`config.mk`:
```
export PLATFORM = sky130hd
export DESIGN_NAME = lobs_rank
export DESIGN_NICKNAME = d
export VERILOG_FILES = /design/src/sv/lobs_pkg.sv /design/src/sv/lobs_rank.sv
export SDC_FILE = /design/constraint.sdc
export NUM_CORES = 1
export LEC_CHECK = 0
export ABC_AREA = 1
export BUFFER_PORTS_ARGS = -buffer_cell sky130_fd_sc_hd__buf_2
export CAP_MARGIN = 5
export CORE_AREA = 2 2 126 128
export DETAILED_ROUTE_END_ITERATION = 8
export DIE_AREA = 0 0 128 130
export PLACE_DENSITY = 0.55
export RECOVER_POWER = 100
export SLEW_MARGIN = 20
export SYNTH_ARGS = -nofsm -noshare
export SYNTH_HDL_FRONTEND = slang
export SYNTH_SLANG_ARGS = --single-unit
```
`constraint.sdc`:
```
create_clock -name vclk -period 2.8
set_input_delay 0.28 -clock vclk [all_inputs]
set_output_delay 0.28 -clock vclk [all_outputs]
set_load 0.03 [all_outputs]
```
`src/sv/lobs_pkg.sv`:
```
// Package for the order book store: field structs, op and status codes, FSM states.
// No dependencies.
package lobs_pkg;

   localparam int CAPACITY = 64;
   localparam int SLOT_W = $clog2(CAPACITY);
   localparam int COUNT_W = $clog2(CAPACITY + 1);

   typedef enum logic [2:0] {
      OP_ADD = 3'd0,
      OP_CANCEL = 3'd1,
      OP_UPDATE = 3'd2,
      OP_FIND = 3'd3,
      OP_BEST_BUY = 3'd4,
      OP_BEST_SELL = 3'd5,
      OP_UNUSED_6 = 3'd6,
      OP_UNUSED_7 = 3'd7
   } op_type;

   localparam logic [2:0] ST_OK = 3'd0;
   localparam logic [2:0] ST_NOT_FOUND = 3'd1;
   localparam logic [2:0] ST_INVALID = 3'd2;
   localparam logic [2:0] ST_DUPLICATE = 3'd3;
   localparam logic [2:0] ST_FULL = 3'd4;

   typedef struct packed {
      logic [2:0]  op;
      logic [31:0] ord_id;
      logic        side;
      logic [31:0] limit_px;
      logic [31:0] qty_orig;
      logic [31:0] qty_left;
      logic [31:0] seq_num;
   } req_type;

   typedef struct packed {
      logic [2:0]  status;
      logic        found;
      logic [31:0] held_id;
      logic        held_side;
      logic [31:0] held_price;
      logic [31:0] held_original;
      logic [31:0] held_remaining;
      logic [31:0] held_sequence;
   } rsp_type;

   typedef struct packed {
      logic        side;
      logic [31:0] id;
      logic [31:0] price;
      logic [31:0] original;
      logic [31:0] remaining;
      logic [31:0] seq_num;
   } entry_type;

   typedef enum logic [1:0] {
      S_IDLE,
      S_SCAN,
      S_READ,
      S_DONE
   } state_type;

endpackage

```
`src/sv/lobs_rank.sv`:
```
// Price-time priority comparator shared by every step of the best-order scan.
// Depends on lobs_pkg.
module lobs_rank
   import lobs_pkg::*;
(
   input  entry_type cand,
   input  entry_type best,
   input  logic      sell,
   output logic      ahead
);

   // rank by price, then earlier sequence, then smaller id
   always_comb begin
      if (cand.price != best.price) begin
         ahead = sell ? (cand.price < best.price) : (cand.price > best.price);
      end else if (cand.seq_num != best.seq_num) begin
         ahead = cand.seq_num < best.seq_num;
      end else begin
         ahead = cand.id < best.id;
      end
   end

endmodule

```
Word level (Yosys, flattened, before mapping)
Cells that the tools add are included.
{"block": "op_classes", "magnitude_cmp": 4, "n_eq_ne": 2, "n_mux": 3}
{"cell": "$lt A32 B32 Y1", "n": 3}
{"cell": "$ne A32 B32 Y1", "n": 2}
{"cell": "$gt A32 B32 Y1", "n": 1}
{"cell": "$mux W1", "n": 3}
{"block": "totals", "reg_bits": 0, "input_bits": 323, "elab_cells": 9}

Depth between registers and ports, before layout
{"block": "depth", "depth_word": 3, "mapped_depth": 18}

Least setup slack after synthesis
No wires, ideal clock.
{"block": "synth_path", "path_type": "input to output", "from": "input port best[31] (netlist name)", "to": "output port ahead", "arrival_time_ps": 1546, "slack_ps": 974, "cell_stages": 14, "cell_sequence": "inv_1 > ha_1 > nand2_1 > nor2_2 > nand4_2 > nor2_2 > nand2_1 > clkinv_1 > nand2_1 > nor2_2 > nand2_1 > nand3_1 > nand2_1 > inv_1"}
{"block": "synth_via", "elab_chain_len": 3}
{"item": "start, declared", "line": "lobs_rank.sv:7", "text": "input entry_type best,"}
{"item": "$lt A32 B32 Y1 / $ne A32 B32 Y1 (equally long branches)", "line": "lobs_rank.sv:17, lobs_rank.sv:16"}
{"item": "$mux W1 (*)", "line": "lobs_rank.sv:16", "text": "end else if (cand.seq_num != best.seq_num) begin"}
{"item": "$mux W1 (*)", "line": "lobs_rank.sv:14", "text": "if (cand.price != best.price) begin"}
{"item": "end, declared", "line": "lobs_rank.sv:9", "text": "output logic ahead"}
Every way passes the cells marked *; elsewhere a longest branch is shown, timed or not.

Worst setup path in the final report
{"block": "layout_path", "from": "input port best[3] (netlist name)", "to": "output port ahead"}
The elaborated chain is that of the path after synthesis.

==> results by group <==
Worst setup path
  – Data arrival, critical path: 1980 ps
  – Crit path required time: between 2000 and 3000 ps
  – Crit Path Max Fanout: 2
  – Critical path launch point type: primary input
  – Critical path launch point: best[3]
  – Setup Crit Path Kind: primary input to primary output
  – Worst setup EP type: primary output

Synth
  – Syn nets: approximately 830
  – Area share of the largest cell type after synthesis: 46.5%
  – Yosys warnings: 0
  – Synth area leaders: ha_1 46%, inv_1 16%, nand2_1 13%
  – Top post-synthesis cells by count: 110 x inv_1, 95 x ha_1, 90 x nand2_1
  – Count leader, synth: inv_1
  – Cell count after synthesis: 415
  – Mean Syn Cell Area: a little over 6 um^2
  – Yosys cell types: 25
  – Area leader, netlist: ha_1
  – Combined area of all synthesized cells: ~2600 um^2
  – Seq/Total Area, Yosys: 0%

Final layout
  – Clock buf count: 0
  – Fin cells: around 800
  – FF/Latch Area: 0 um^2
  – Seq cells: 0
  – Share of cells above drive strength 1: around a third
  – Final Util: 24.5%
  – Area growth syn-to-layout: 47.7%
  – Filler Cells Inserted: between 1500 and 2000
  – Fin nets: between 1000 and 1500

Drt
  – Vias per Instance: around 3.8
  – Wire per inst: 9.35 um
  – Via count: between 3000 and 4000
  – DRC: 0
  – Starting DRT DRC Count: 45
  – Post-DRT Antenna Nets: 0
  – TritonRoute pass-1 iters: 4
  – Routed wire length: 7520 um

Power and ir drop
  – Final Power: 452 uW
  – P per Cell Area: approximately 120 nW/um^2
  – Leak Pwr: around 2.5 nW
  – Peak VDD IR: ~0.032 mV

Run status
  – Status: finished, final reports clean

Die
  – Core Rows: 46
  – Die W: 128 um
  – Die Y: approximately 130 um
  – Top Ports: 324
  – Core Footprint: ~15000 um^2
  – Initial core utilization: approximately 17%
  – Full die area: ~17000 um^2

STA
  – RSZ-0062 raised after global routing: no
  – Relative slew slack: 80.5%
  – Crit path time final: between 2000 and 2500 ps
  – WHS: 1050 ps
  – Crit share post-route: roughly four fifths
  – Final Hold Vio Count: 0
  – Final Max Tran Viols: 0
  – Worst Tran Pin Value: between 200 and 300 ps
  – Peak Freq: ~0.44 GHz
  – Setup-failing EPs final: 0
  – Setup_tns: 0 ps

GRT
  – Initial antenna violation count: 6
  – Largest net degree at the start of global routing: 4
  – Tot GR Track Use: between 8 and 9%
  – First-pass GRT wire length: ~12000 um
  – Grt total ovfl: 0
  – Vias in the first global route: approximately 2800

CTS
  – CTS resizes: 0
  – Hold buffer count at cts: 0
  – Post-CTS setup buffers: 0

Place
  – Cell Count Post-Placement: 801
  – IO Port Bufs: a little under 200
  – Routability cong.: roughly 0.72
  – Post-DP HPWL: approximately 7400 um

Min path
  – Worst min path class: primary input to primary output
  – Hold path start: sell

Flow run
  – Max_cap viols: 0
==> cells by family (layout without fill, tap and decap cells) <==
family / count (synthesis) / count (layout) / share of synthesized area, %
and+or+nand+nor: 139 / 139 / 23.3
buffers and inverters: 119 / 313 / 17.5
adders and majority gates: 95 / 95 / 46.5
AOI/OAI and AO/OA: 62 / 62 / 12.8
other: 0 / 4 / 0
==> area by class of cell <==
cell class	instances	area [um^2]	share of cell area, %
inverter	119	447	11.8
multi-input combinational	296	2110	55.9
tap	192	240	6.36
timing repair buffer	194	971	25.7
antenna	4	10.0	0.265
==> metrics by stage <==
step           cell area, um^2  worst slack (ps)
2_1_floorplan             2560               974
3_3_place_gp              3770               402
3_5_place_dp              3770               399
4_1_cts                   3770               397
5_1_grt                   3770               244
6_report                  3780               541
==> metal layers <==
layer / wire length, um / share of wire, % / vias up / track usage, %
met5: 12 / 0.16 / - / 0
met4: 59 / 0.78 / 2 / 0.517
met3: 776 / 10 / 6 / 2.71
met1: 3230 / 43 / 1217 / 9.84
li1: - / - / 1716 / -
met2: 3440 / 46 / 107 / 15.9
==> cell usage in the layout (no fill, tap or decap), types with 5 or more instances in the layout <==
master	n
o21ai_1	5
nand2_1	90
nor2_1	19
o21ai_0	5
a21oi_1	45
inv_2	6
buf_2	194
nand3_1	10
nand4_1	7
inv_1	110
ha_1	95
==> critical path, stage by stage <==
cell and delay (ps):
buf_2 80, inv_1 30, ha_1 270, nand2_1 100, nor2_1 150, nand2_1 100, nor3_2 150, nand2_1 130
clkinv_1 70, nand2_1 60, nor2_2 70, nand2_1 80, nand3_1 110, nand2_1 60, inv_1 40, buf_2 190
==> power by group <==
part	total, mW	leakage (nW)	internal (mW)	switching (mW)
clock	0.000000191	0.0000254	0.000000191	0
sequential	0	0	0	0
combinational	0.452	2.50	0.233	0.219
total	0.452	2.50	0.233	0.219
==> path summary, 6_finish.rpt <==
| kind | to | slack (ps) | cells past startpoint |
|---|---|---|---|
| hold / removal | ahead | 1050 | 7 |
| setup / recovery | ahead | 540 | 16 |
(Power assumes the default switching activity.)
